$ cat src/time_ordered_activity_queue_top_macros.svh
// Assertion macros shared by the activity queue top level.
`ifndef TIME_ORDERED_ACTIVITY_QUEUE_TOP_MACROS_SVH
`define TIME_ORDERED_ACTIVITY_QUEUE_TOP_MACROS_SVH

// condition holds whenever out of reset
`define TOAQ_ASSERT_HOLD(label, clk, rst_n, cond, msg) \
    label: assert property (@(posedge clk) disable iff (!rst_n) (cond)) else $error(msg);

// antecedent implies consequent in the same cycle
`define TOAQ_ASSERT_NOW(label, clk, rst_n, ante, cons, msg) \
    label: assert property (@(posedge clk) disable iff (!rst_n) (ante) |-> (cons)) \
        else $error(msg);

// antecedent implies consequent in the next cycle
`define TOAQ_ASSERT_NEXT(label, clk, rst_n, ante, cons, msg) \
    label: assert property (@(posedge clk) disable iff (!rst_n) (ante) |=> (cons)) \
        else $error(msg);

`endif

$ cat src/toaq_pkg.sv
// Types and codes shared by the activity queue modules.
package toaq_pkg;

    typedef enum logic [1:0] {
        CMD_INSERT  = 2'd0,
        CMD_DEQUEUE = 2'd1,
        CMD_REMOVE  = 2'd2,
        CMD_OVERLAP = 2'd3
    } t_cmd;

    typedef enum logic [1:0] {
        ST_OK        = 2'd0,
        ST_EMPTY     = 2'd1,
        ST_NOT_FOUND = 2'd2,
        ST_FULL      = 2'd3
    } t_status;

    typedef struct packed {
        t_cmd        cmd;
        logic [3:0]  role_id;
        logic [31:0] start_time;
        logic [7:0]  priority_req;
        logic [31:0] duration_us;
    } t_in_item;

    typedef struct packed {
        t_cmd        cmd;
        logic [3:0]  role_id;
        logic [31:0] start_time;
        logic [7:0]  priority_req;
        logic [31:0] end_time;
    } t_op;

    typedef struct packed {
        t_status     status;
        logic        overlap;
        logic [3:0]  head_id;
        logic [31:0] head_start;
        logic [7:0]  head_priority;
        logic [3:0]  entry_count;
    } t_out_item;

endpackage

$ cat src/toaq_fifo.sv
// Two-entry item queue with push/full and pop/empty sides.
module toaq_fifo import toaq_pkg::*; #(
    parameter int W = 8
) (
    input  logic         i_clk,
    input  logic         i_rst_n,
    input  logic         i_push,
    output logic         o_full,
    input  logic [W-1:0] i_data,
    input  logic         i_pop,
    output logic         o_empty,
    output logic [W-1:0] o_data
);

    logic [W-1:0] r_mem [2];
    logic         r_wp, r_rp;
    logic [1:0]   r_cnt;
    logic         wr, rd;

    assign o_full  = (r_cnt == 2'd2);
    assign o_empty = (r_cnt == 2'd0);
    assign wr      = i_push && !o_full;
    assign rd      = i_pop && !o_empty;
    assign o_data  = r_mem[r_rp];

    always_ff @(posedge i_clk) begin
        if (!i_rst_n) begin
            r_wp  <= 1'b0;
            r_rp  <= 1'b0;
            r_cnt <= 2'd0;
        end else begin
            if (wr) begin
                r_wp <= !r_wp;
            end
            if (rd) begin
                r_rp <= !r_rp;
            end
            r_cnt <= r_cnt + 2'(wr) - 2'(rd);
        end
    end

    always_ff @(posedge i_clk) begin
        if (wr) begin
            r_mem[r_wp] <= i_data;
        end
    end

endmodule

$ cat src/toaq_front.sv
// Front end: takes items, precomputes the aperiodic end time, queues ops.
module toaq_front import toaq_pkg::*; (
    input  logic        i_clk,
    input  logic        i_rst_n,
    input  logic        i_cfg_we,
    input  logic [15:0] i_cfg_wdata,
    input  logic        i_push,
    output logic        o_full,
    input  t_in_item    i_item,
    input  logic        i_op_ready,
    output logic        o_op_valid,
    output t_op         o_op
);

    logic [15:0] r_switch_delay;
    t_op         op_in;
    logic        op_empty;

    always_ff @(posedge i_clk) begin
        if (!i_rst_n) begin
            r_switch_delay <= 16'd0;
        end else if (i_cfg_we) begin
            r_switch_delay <= i_cfg_wdata;
        end
    end

    always_comb begin
        op_in.cmd          = i_item.cmd;
        op_in.role_id      = i_item.role_id;
        op_in.start_time   = i_item.start_time;
        op_in.priority_req = i_item.priority_req;
        op_in.end_time     = i_item.start_time + i_item.duration_us
                           + {16'd0, r_switch_delay};
    end

    toaq_fifo #(.W($bits(t_op))) u_op_q (
        .i_clk   (i_clk),
        .i_rst_n (i_rst_n),
        .i_push  (i_push),
        .o_full  (o_full),
        .i_data  (op_in),
        .i_pop   (i_op_ready),
        .o_empty (op_empty),
        .o_data  (o_op)
    );

    assign o_op_valid = !op_empty;

endmodule

$ cat src/toaq_exec.sv
// Back end: sorted slot table, executes one op per cycle while the result queue has room.
module toaq_exec import toaq_pkg::*; #(
    parameter int QUEUE_DEPTH = 8,
    localparam int CW = $clog2(QUEUE_DEPTH + 1)
) (
    input  logic          i_clk,
    input  logic          i_rst_n,
    input  logic          i_op_valid,
    input  t_op           i_op,
    input  logic          i_res_room,
    output logic          o_fire,
    output t_out_item     o_res,
    output logic [CW-1:0] o_count
);

    logic [31:0]       r_start [QUEUE_DEPTH];
    logic [7:0]        r_pri   [QUEUE_DEPTH];
    logic [3:0]        r_id    [QUEUE_DEPTH];
    logic [CW-1:0]     r_count;

    logic [31:0]       n_start [QUEUE_DEPTH];
    logic [7:0]        n_pri   [QUEUE_DEPTH];
    logic [3:0]        n_id    [QUEUE_DEPTH];
    logic [CW-1:0]     n_count;

    logic [QUEUE_DEPTH-1:0] live, gt, match, ins_ge, rm_ge;
    logic              q_full, q_empty, hit, have_head, ovl;
    t_status           status;

    assign o_fire  = i_op_valid && i_res_room;
    assign o_count = r_count;

    always_comb begin
        for (int k = 0; k < QUEUE_DEPTH; k++) begin
            live[k]  = CW'(k) < r_count;
            gt[k]    = live[k] && (r_start[k] > i_op.start_time);
            match[k] = live[k] && (r_id[k] == i_op.role_id);
        end
        for (int k = 0; k < QUEUE_DEPTH; k++) begin
            ins_ge[k] = !live[k];
            rm_ge[k]  = (i_op.cmd == CMD_DEQUEUE);
            for (int j = 0; j < QUEUE_DEPTH; j++) begin
                if (j <= k) begin
                    ins_ge[k] = ins_ge[k] | gt[j];
                    rm_ge[k]  = rm_ge[k] | match[j];
                end
            end
        end
        q_full  = (r_count == CW'(QUEUE_DEPTH));
        q_empty = (r_count == '0);
        hit     = |match;

        n_start   = r_start;
        n_pri     = r_pri;
        n_id      = r_id;
        n_count   = r_count;
        status    = ST_OK;
        have_head = 1'b0;
        ovl       = 1'b0;

        unique case (i_op.cmd)
            CMD_INSERT: begin
                if (q_full) begin
                    status = ST_FULL;
                end else begin
                    if (ins_ge[0]) begin
                        n_start[0] = i_op.start_time;
                        n_pri[0]   = i_op.priority_req;
                        n_id[0]    = i_op.role_id;
                    end
                    for (int k = 1; k < QUEUE_DEPTH; k++) begin
                        if (ins_ge[k-1]) begin
                            n_start[k] = r_start[k-1];
                            n_pri[k]   = r_pri[k-1];
                            n_id[k]    = r_id[k-1];
                        end else if (ins_ge[k]) begin
                            n_start[k] = i_op.start_time;
                            n_pri[k]   = i_op.priority_req;
                            n_id[k]    = i_op.role_id;
                        end
                    end
                    n_count = r_count + CW'(1);
                end
            end
            CMD_DEQUEUE, CMD_REMOVE: begin
                if (i_op.cmd == CMD_DEQUEUE && q_empty) begin
                    status = ST_EMPTY;
                end else if (i_op.cmd == CMD_REMOVE && !hit) begin
                    status = ST_NOT_FOUND;
                end else begin
                    have_head = (i_op.cmd == CMD_DEQUEUE);
                    for (int k = 0; k < QUEUE_DEPTH - 1; k++) begin
                        if (rm_ge[k]) begin
                            n_start[k] = r_start[k+1];
                            n_pri[k]   = r_pri[k+1];
                            n_id[k]    = r_id[k+1];
                        end
                    end
                    n_count = r_count - CW'(1);
                end
            end
            CMD_OVERLAP: begin
                ovl = !q_empty && (r_start[0] <= i_op.end_time)
                      && (i_op.priority_req <= r_pri[0]);
            end
            default: begin
                status = ST_OK;
            end
        endcase

        o_res.status      = status;
        o_res.overlap     = ovl;
        o_res.entry_count = 4'(n_count);
        if (have_head) begin
            o_res.head_id       = r_id[0];
            o_res.head_start    = r_start[0];
            o_res.head_priority = r_pri[0];
        end else if (n_count != '0) begin
            o_res.head_id       = n_id[0];
            o_res.head_start    = n_start[0];
            o_res.head_priority = n_pri[0];
        end else begin
            o_res.head_id       = 4'd0;
            o_res.head_start    = 32'd0;
            o_res.head_priority = 8'd0;
        end
    end

    always_ff @(posedge i_clk) begin
        if (!i_rst_n) begin
            r_count <= '0;
        end else if (o_fire) begin
            r_count <= n_count;
        end
    end

    always_ff @(posedge i_clk) begin
        if (o_fire) begin
            r_start <= n_start;
            r_pri   <= n_pri;
            r_id    <= n_id;
        end
    end

endmodule

$ cat src/time_ordered_activity_queue_top.sv
// Top level of the time-ordered activity queue.
//
//  channel   direction  handshake           payload
//  input     in         push / full         i_item (t_in_item)
//  result    out        empty / pop         o_item (t_out_item)
//  config    in         i_cfg_we            i_cfg_wdata (switch delay, us)
//
// An item waits in the op queue, its result in the result queue; one item
// per cycle is sustained while results are popped, set by the combinational
// execute stage over the slot table. Reset clears queue pointers, occupancy
// and the switch delay; slot contents are unset until written. A stalled
// result side fills the result queue, then the op queue, then raises full.
`include "time_ordered_activity_queue_top_macros.svh"

module time_ordered_activity_queue_top import toaq_pkg::*; #(
    parameter int QUEUE_DEPTH = 8
) (
    input  logic        i_clk,
    input  logic        i_rst_n,
    input  logic        i_cfg_we,
    input  logic [15:0] i_cfg_wdata,
    input  logic        push,
    output logic        full,
    input  t_in_item    i_item,
    output logic        empty,
    input  logic        pop,
    output t_out_item   o_item
);

    localparam int CW = $clog2(QUEUE_DEPTH + 1);

    logic          op_valid, op_ready, rq_full, exec_fire;
    t_op           op;
    t_out_item     exec_res;
    logic [CW-1:0] exec_count;

    toaq_front u_front (
        .i_clk       (i_clk),
        .i_rst_n     (i_rst_n),
        .i_cfg_we    (i_cfg_we),
        .i_cfg_wdata (i_cfg_wdata),
        .i_push      (push),
        .o_full      (full),
        .i_item      (i_item),
        .i_op_ready  (op_ready),
        .o_op_valid  (op_valid),
        .o_op        (op)
    );

    assign op_ready = !rq_full;

    toaq_exec #(.QUEUE_DEPTH(QUEUE_DEPTH)) u_exec (
        .i_clk      (i_clk),
        .i_rst_n    (i_rst_n),
        .i_op_valid (op_valid),
        .i_op       (op),
        .i_res_room (!rq_full),
        .o_fire     (exec_fire),
        .o_res      (exec_res),
        .o_count    (exec_count)
    );

    toaq_fifo #(.W($bits(t_out_item))) u_res_q (
        .i_clk   (i_clk),
        .i_rst_n (i_rst_n),
        .i_push  (exec_fire),
        .o_full  (rq_full),
        .i_data  (exec_res),
        .i_pop   (pop),
        .o_empty (empty),
        .o_data  (o_item)
    );

    `TOAQ_ASSERT_HOLD(a_count_bound, i_clk, i_rst_n, exec_count <= CW'(QUEUE_DEPTH), "occupancy beyond depth")
    `TOAQ_ASSERT_NEXT(a_full_keeps, i_clk, i_rst_n, exec_fire && exec_res.status == ST_FULL, $stable(exec_count), "rejected insert changed occupancy")
    `TOAQ_ASSERT_NOW(a_res_room, i_clk, i_rst_n, exec_fire, !rq_full, "result pushed into full queue")

endmodule

$ cat config.mk
export PLATFORM = sky130hd
export DESIGN_NAME = time_ordered_activity_queue_top
export DESIGN_NICKNAME = d
export VERILOG_FILES = /design/src/toaq_pkg.sv /design/src/toaq_fifo.sv /design/src/toaq_front.sv /design/src/toaq_exec.sv /design/src/time_ordered_activity_queue_top.sv
export VERILOG_INCLUDE_DIRS = /design/src /design/src/src
export SDC_FILE = /design/constraint.sdc
export NUM_CORES = 2
export LEC_CHECK = 0
export BUFFER_PORTS_ARGS = -buffer_cell sky130_fd_sc_hd__clkbuf_2
export CAP_MARGIN = 30
export CORE_UTILIZATION = 26
export CTS_CLUSTER_SIZE = 40
export DETAILED_ROUTE_END_ITERATION = 6
export GPL_ROUTABILITY_DRIVEN = 0
export PLACE_DENSITY = 0.52
export SKIP_CTS_REPAIR_TIMING = 1
export SYNTH_ARGS = -nofsm -noshare
export SYNTH_HDL_FRONTEND = slang
export SYNTH_SLANG_ARGS = --single-unit
$ cat constraint.sdc
create_clock -name i_clk -period 11.6 [get_ports i_clk]
set_input_delay 1.16 -clock i_clk [delete_from_list [all_inputs] [get_ports i_clk]]
set_output_delay 1.16 -clock i_clk [all_outputs]
set_load 0.005 [all_outputs]
* Yosys cells after proc, flatten, opt, wreduce, memory -nomap -nowiden
Memories as Yosys holds them, arrays and structs flattened. A register that Yosys moved wholly into a read port is not among the register bits.
Cells that the tools add are included.
** Word-level totals
- Bits in registers :: 380
- Bits in latches :: 0
- Memory bits (writable) :: 258
- ROM bits :: 0
- Input bits :: 99
- Output and inout port bits :: 53
- Word-level logic and storage cells :: 291
- Memories kept :: 2
** Memory list
- u_front.u_op_q.r_mem :: depth 2, bits a word 78, read ports 1, clocked after Yosys merged registers in 1, write ports 1, RTL line toaq_fifo.sv:15 : logic [W-1:0] r_mem [2];
- u_res_q.r_mem :: depth 2, bits a word 51, read ports 1, clocked after Yosys merged registers in 1, write ports 1, RTL line toaq_fifo.sv:15
** Cells by class
- Add/sub/neg operators :: 8
- Multipliers :: 0
- Divide/modulo/power cells :: 0
- Order comparisons :: 18
- Equal/unequal tests :: 29
- Shift-type cells :: 0
- Muxes and demuxes :: 100
- Bitwise logic cells :: 44
- Reductions and logical operators :: 58
** Operators with widths (count)
- $mux 32 :: 23
- $mux 224 :: 2
- $pmux 224 s2 :: 1
- $gt 32x32->1 :: 8
- $mux 256 :: 1
- $mux 8 :: 22
- $mux 56 :: 2
- $pmux 56 s2 :: 1
- $mux 4 :: 25
- $mux 44 :: 2
- $mux 64 :: 1
- $mux 28 :: 2
- $pmux 28 s2 :: 1
- $or 1x1->1 :: 43
- $reduce_and 7->1 :: 6
- $add 32x16->32 :: 1
- $add 32x32->32 :: 1
- $eq 4x4->1 :: 8
- $le 32x32->1 :: 1
- $logic_and 1x1->1 :: 24
- $logic_not 1->1 :: 18
- $ne 3x1->1 const B :: 6
- $lt 3x4->1 const A :: 4
- $mux 1 :: 12
- 23 further kinds :: 42

* Logic depth before layout (Yosys ltp)
- Word-level depth :: 16
- Mapped depth :: 17
- Mapped depth without buffers :: 15

* Cells and area by module
A second synthesis with hierarchy kept.
** Unflattened totals
- Cell total of the unflattened synthesis :: 3444
- Area, all modules :: 39477.9 um2
** Modules (own cells, without submodules)
- toaq_exec :: instances 1, cells an instance 2679, area an instance 26625.5 um2, seq. area each 10650.2 um2
- toaq_fifo (u_front.u_op_q) :: instances 1, cells an instance 270, area an instance 5941.9 um2, seq. area each 4784.6 um2
- toaq_fifo (u_res_q) :: instances 1, cells an instance 186, area an instance 4170.2 um2, seq. area each 3163.0 um2
- toaq_front :: instances 1, cells an instance 308, area an instance 2736.4 um2, seq. area each 320.3 um2
- time_ordered_activity_queue_top :: instances 1, cells an instance 1, area an instance 3.8 um2, seq. area each 0.0 um2

* Worst setup path before layout
No wires, ideal clock.
- Kind :: reg2reg
- From :: reg (tool-made name)
- To :: reg u_exec.r_id[16] in the netlist's numbering (enable)
- Library setup time :: 526 ps
- Arrival :: 7307 ps
- Data required time :: 11074 ps
- Slack :: 3767 ps
- Cell stages (with the launch flop) :: 18
- Path buffers :: 5
- Clock period less this slack :: 7833 ps
- Cells stage by stage :: dfxtp_1 buf_6 buf_1 clkbuf_1 mux2_2 inv_1 ha_1 and3_1 and3_1 and4_1 a31oi_1 a21o_1 nand2_1 nand4b_1 buf_2 buf_1 nor2_1 a311oi_1
** RTL lines
- to (signal assigned) :: RTL line toaq_exec.sv:141 : r_id <= n_id;
- to (decl) :: RTL line toaq_exec.sv:18 : logic [3:0] r_id [QUEUE_DEPTH];

==> summary.txt <==
Outcome
  – Run status: finished, final reports clean

GRT
  – Maximum number of pins on one net before global-route repair: 175
  – Vias in the first global route: between 20,000 and 30,000
  – Global-route total usage across every layer: between 10% and 20%
  – Wire length of the first global-routing pass: between 150 and 200 mm
  – Total global routing overflow: 0
  – Antenna violations before repair: 2

Setup path
  – Endpoint type of the worst setup path: flop
  – Crit path launch type: flop
  – Family of cells with the greatest summed delay on the critical path: buffers and inverters
  – WP data required: about 12,000 ps
  – Slowest cell on the critical path: a211oi_4
  – Category of the most critical setup path: reg2reg
  – List of cells traversed by the critical path: buf_4 -> buf_4 -> mux2_2 -> inv_1 -> ha_1 -> nand4_1 -> nor3_1 -> o211ai_1 -> a31oi_1 -> a21o_1 -> nand2_1 -> nor3b_4 -> buf_4 -> a211oi_4 -> buf_4
  – Arrival time of data at the critical path endpoint: about 7300 ps
  – Cell repeated most along the worst path: buf_4
  – Slowest cell delay on critical path: 920 ps
  – Critical path fanouts, max: 40
  – Sum of buffers and inverters on the critical path: 5

STA
  – Count of final setup violators: 0
  – Pin slew with the least headroom to its limit: 1180 ps
  – Clock skew: approximately 31 ps
  – Slew margin rel.: 21.4%
  – Max-slew violations: 0
  – Ratio of final minimum period to clock period: ~60%
  – Fin crit period: a little over 7000 ps
  – RSZ-0062 raised after global routing: no
  – Number of hold violations in the final report: 0
  – Maximum operating frequency: 142 MHz
  – Fin Setup TNS: 0 ps

Layout
  – Post-route cell area: 45,000 sq um
  – Layout cells sized above 1: 14.2%
  – Number of nets in the final layout: roughly 4,200
  – Final Instance Count excl. Fillers: ~5,800
  – Final core occ: 30.0%
  – Synthesis-to-layout area growth: 14.1%
  – Diodes inserted: 0

Synth
  – Yosys Warn Count: 0
  – Biggest area consumer among synthesized cells: edfxtp_1
  – Count of flip-flops with a built-in enable after synthesis: approximately 600
  – Post-synth top area share: between 40% and 50%
  – Gate count after technology mapping: between 3,000 and 4,000
  – Proportion of synthesized area in mux cells: about a tenth
  – Area share of and/or/nand/nor cells after synthesis: 11.4%
  – Share of flip-flops with an asynchronous set or reset: 0%
  – Total nets after synthesis: around 4,100
  – Post-synthesis sequential element count: between 600 and 700
  – Cell area after synthesis: between 30,000 and 40,000 sq um
  – Netlist cell types: between 80 and 90
  – Xor and xnor area share after synthesis: about 1.5%
  – Most used flip-flop cell after synthesis: edfxtp_1
  – Average cell area after synthesis: 11.0 sq um
  – Synth cell count leaders: edfxtp_1 (610), ha_1 (353), nand2_1 (329)
  – Share of the synthesized area in compound gates (AO/OA/AOI/OAI): between 10 and 15%
  – Sequential fraction of the synthesis area: between 40% and 50%
  – Leading cell types by total area after synthesis: edfxtp_1 (46%), ha_1 (11%), mux2i_1 (6.0%), o21ai_0 (4.1%), mux2_2 (3.4%)
  – Adder-Cell Fraction of Synth Area: around an eighth
  – Main combinational cell family by area after synthesis: compound AO/OA/AOI/OAI gates
  – Most repeated cell in the gate-level netlist after synthesis: edfxtp_1

Route
  – DRC Markers: 0
  – Vias per inst: between 5 and 6
  – First DRT Iteration DRCs: between 2,000 and 3,000
  – DR WL/cell: approximately 23 um
  – Number of vias after detailed routing: about 30,000
  – Antenna-violating nets left: 0
  – TritonRoute pass-1 iters: 6
  – Total detailed-routing wirelength: between 100 and 150 mm

Clocking
  – CTS Buf Count: 73
  – TritonCTS clock tree: built
  – Clock input transition at the sequential cells of the worst setup and hold paths: roughly 60 ps
  – Clock latency on the worst-skew pair: about 670 ps
  – Number of sinks on the clock net: 640
  – Maximum count of clock buffers along a single path: 3
  – Clock Root Buffer: clkbuf_16
  – H-Tree Level Count: 3

Power and ir drop
  – Ratio of total power to cell area: ~340 nW/um^2
  – Overall power of the completed layout: roughly 15 mW
  – Clock power share: between 15 and 20%
  – Highest ir drop seen on vdd: ~0.34 mV
  – Flop pwr share: 30.9%
  – Leakage power total: approximately 17 nW
  – Sw frac: between 40 and 50%
  – Sw power: roughly 7.0 mW
  – Int Pwr: about 8.1 mW
  – Fraction of power consumed by combinational cells: 53.5%

Placement
  – Detailed placer's ending HPWL: between 90 and 100 mm
  – # placed instances: roughly 5,600
  – Cell area reported after detailed placement: 42,600 sq um
  – Total of buffers placed on input and output ports: between 150 and 200

Floorplanning
  – Placement Rows: 142
  – Initial standard-cell utilization of the core: 26.3%
  – Width of the die: 392 um
  – Die Footprint: ~150,000 sq um
  – I/O pin cnt: 152
  – Placeable core region: 150,000 sq um
  – Die height: 392 um

Min path
  – Min-delay worst type: reg2reg

Run
  – Max-Cap Viols: 0
-- worst min-delay path, stage by stage (launching register included) --
cell	delay, ps
dfxtp_1	330
mux2i_1	70
nor2_1	70
-- logic make-up after synthesis --
logic type / after synthesis
AO/OA/AOI/OAI: 904
XOR/XNOR: 66
adder cells (fa/ha/maj): 370
buffers and inverters: 287
flip-flops: 640
multiplexers: 371
AND/OR/NAND/NOR: 958
-- layer usage --
| layer | track usage [%] | wire length [um] |
|---|---|---|
| met1 | 23.7 | 59400 |
| met2 | 27.6 | 62400 |
| met3 | 2.56 | 8400 |
| met4 | 4.71 | 3720 |
| met5 | 0 | 13 |
-- final timing paths --
path         slack (ps)                      start  cells past startpoint                        end
max                4550                       flop                     15        u_exec.r_start[201]
max reg2reg        4550                       flop                     15        u_exec.r_start[201]
min                 500  u_front.r_switch_delay[0]                      2  u_front.r_switch_delay[0]
min reg2reg         500  u_front.r_switch_delay[0]                      2  u_front.r_switch_delay[0]
-- cells in the final DEF (no fill, tap or decap), types with 7 or more instances in the layout --
master,netlist,final
edfxtp_1,610,610
ha_1,353,351
nand2_1,329,326
o21ai_0,323,323
mux2i_1,236,236
nor2_1,188,185
nand3_1,172,172
clkbuf_2,0,151
a21oi_1,147,147
mux2_2,118,118
a31oi_1,98,98
inv_1,88,88
clkbuf_16,0,76
a21o_1,68,68
a211oi_1,68,62
xnor2_1,57,57
nand4_1,57,57
buf_4,3,51
o22ai_1,50,50
nand2b_1,51,50
o31ai_1,48,48
or2_2,42,42
nor3_1,36,34
dfxtp_1,30,28
nor2b_1,25,24
o21a_1,24,24
clkbuf_1,128,18
o211ai_1,17,17
fa_1,17,17
clkinv_2,0,13
mux2_1,12,12
and3_1,12,11
nor4_1,9,9
xor2_1,7,7
or3_1,7,7
a2111oi_0,7,7
a211oi_4,0,7
clkinv_1,1,7
-- sequential cells by signal, summed over array words and instances (netlist names), named ones only --
name / flops
u_res_q.r_rp: 1
u_front.r_switch_delay: 16
u_front.u_op_q.r_mem: 156
u_res_q.r_mem: 102
u_exec.r_start: 256
u_front.u_op_q.r_wp: 1
u_exec.o_count: 4
u_front.u_op_q.r_rp: 1
u_exec.r_id: 32
u_exec.r_pri: 64
u_res_q.r_cnt: 2
u_res_q.r_wp: 1
u_front.u_op_q.r_cnt: 2
-- layout make-up --
type | instances | area, sq um
Clock buffer | 98 | 2020
Clock inverter | 30 | 344
Fill cell | 15600 | 105000
Inverter | 90 | 338
Multi-Input combinational cell | 2669 | 19600
Sequential cell | 640 | 18900
Tap cell | 2016 | 2520
Timing Repair Buffer | 211 | 1310
-- power groups by stage --
stage	clock, mW	combinational, mW	sequential [mW]
final	2.36	8.07	4.66
after CTS	2.41	7.97	4.65
after global placement	0	7.82	4.68
after global routing	2.49	8.78	4.72
after floorplan	0	5.37	4.39
after detailed placement	0	7.95	4.69
-- metrics by stage --
step / hold slack, ps / setup WS (ps)
after CTS: 507 / 4690
final: 504 / 4550
after detailed placement: 491 / 4710
after global placement: 484 / 4750
after global routing: 542 / 4150
after floorplan: 460 / 3770
(Power assumes the default switching activity.)
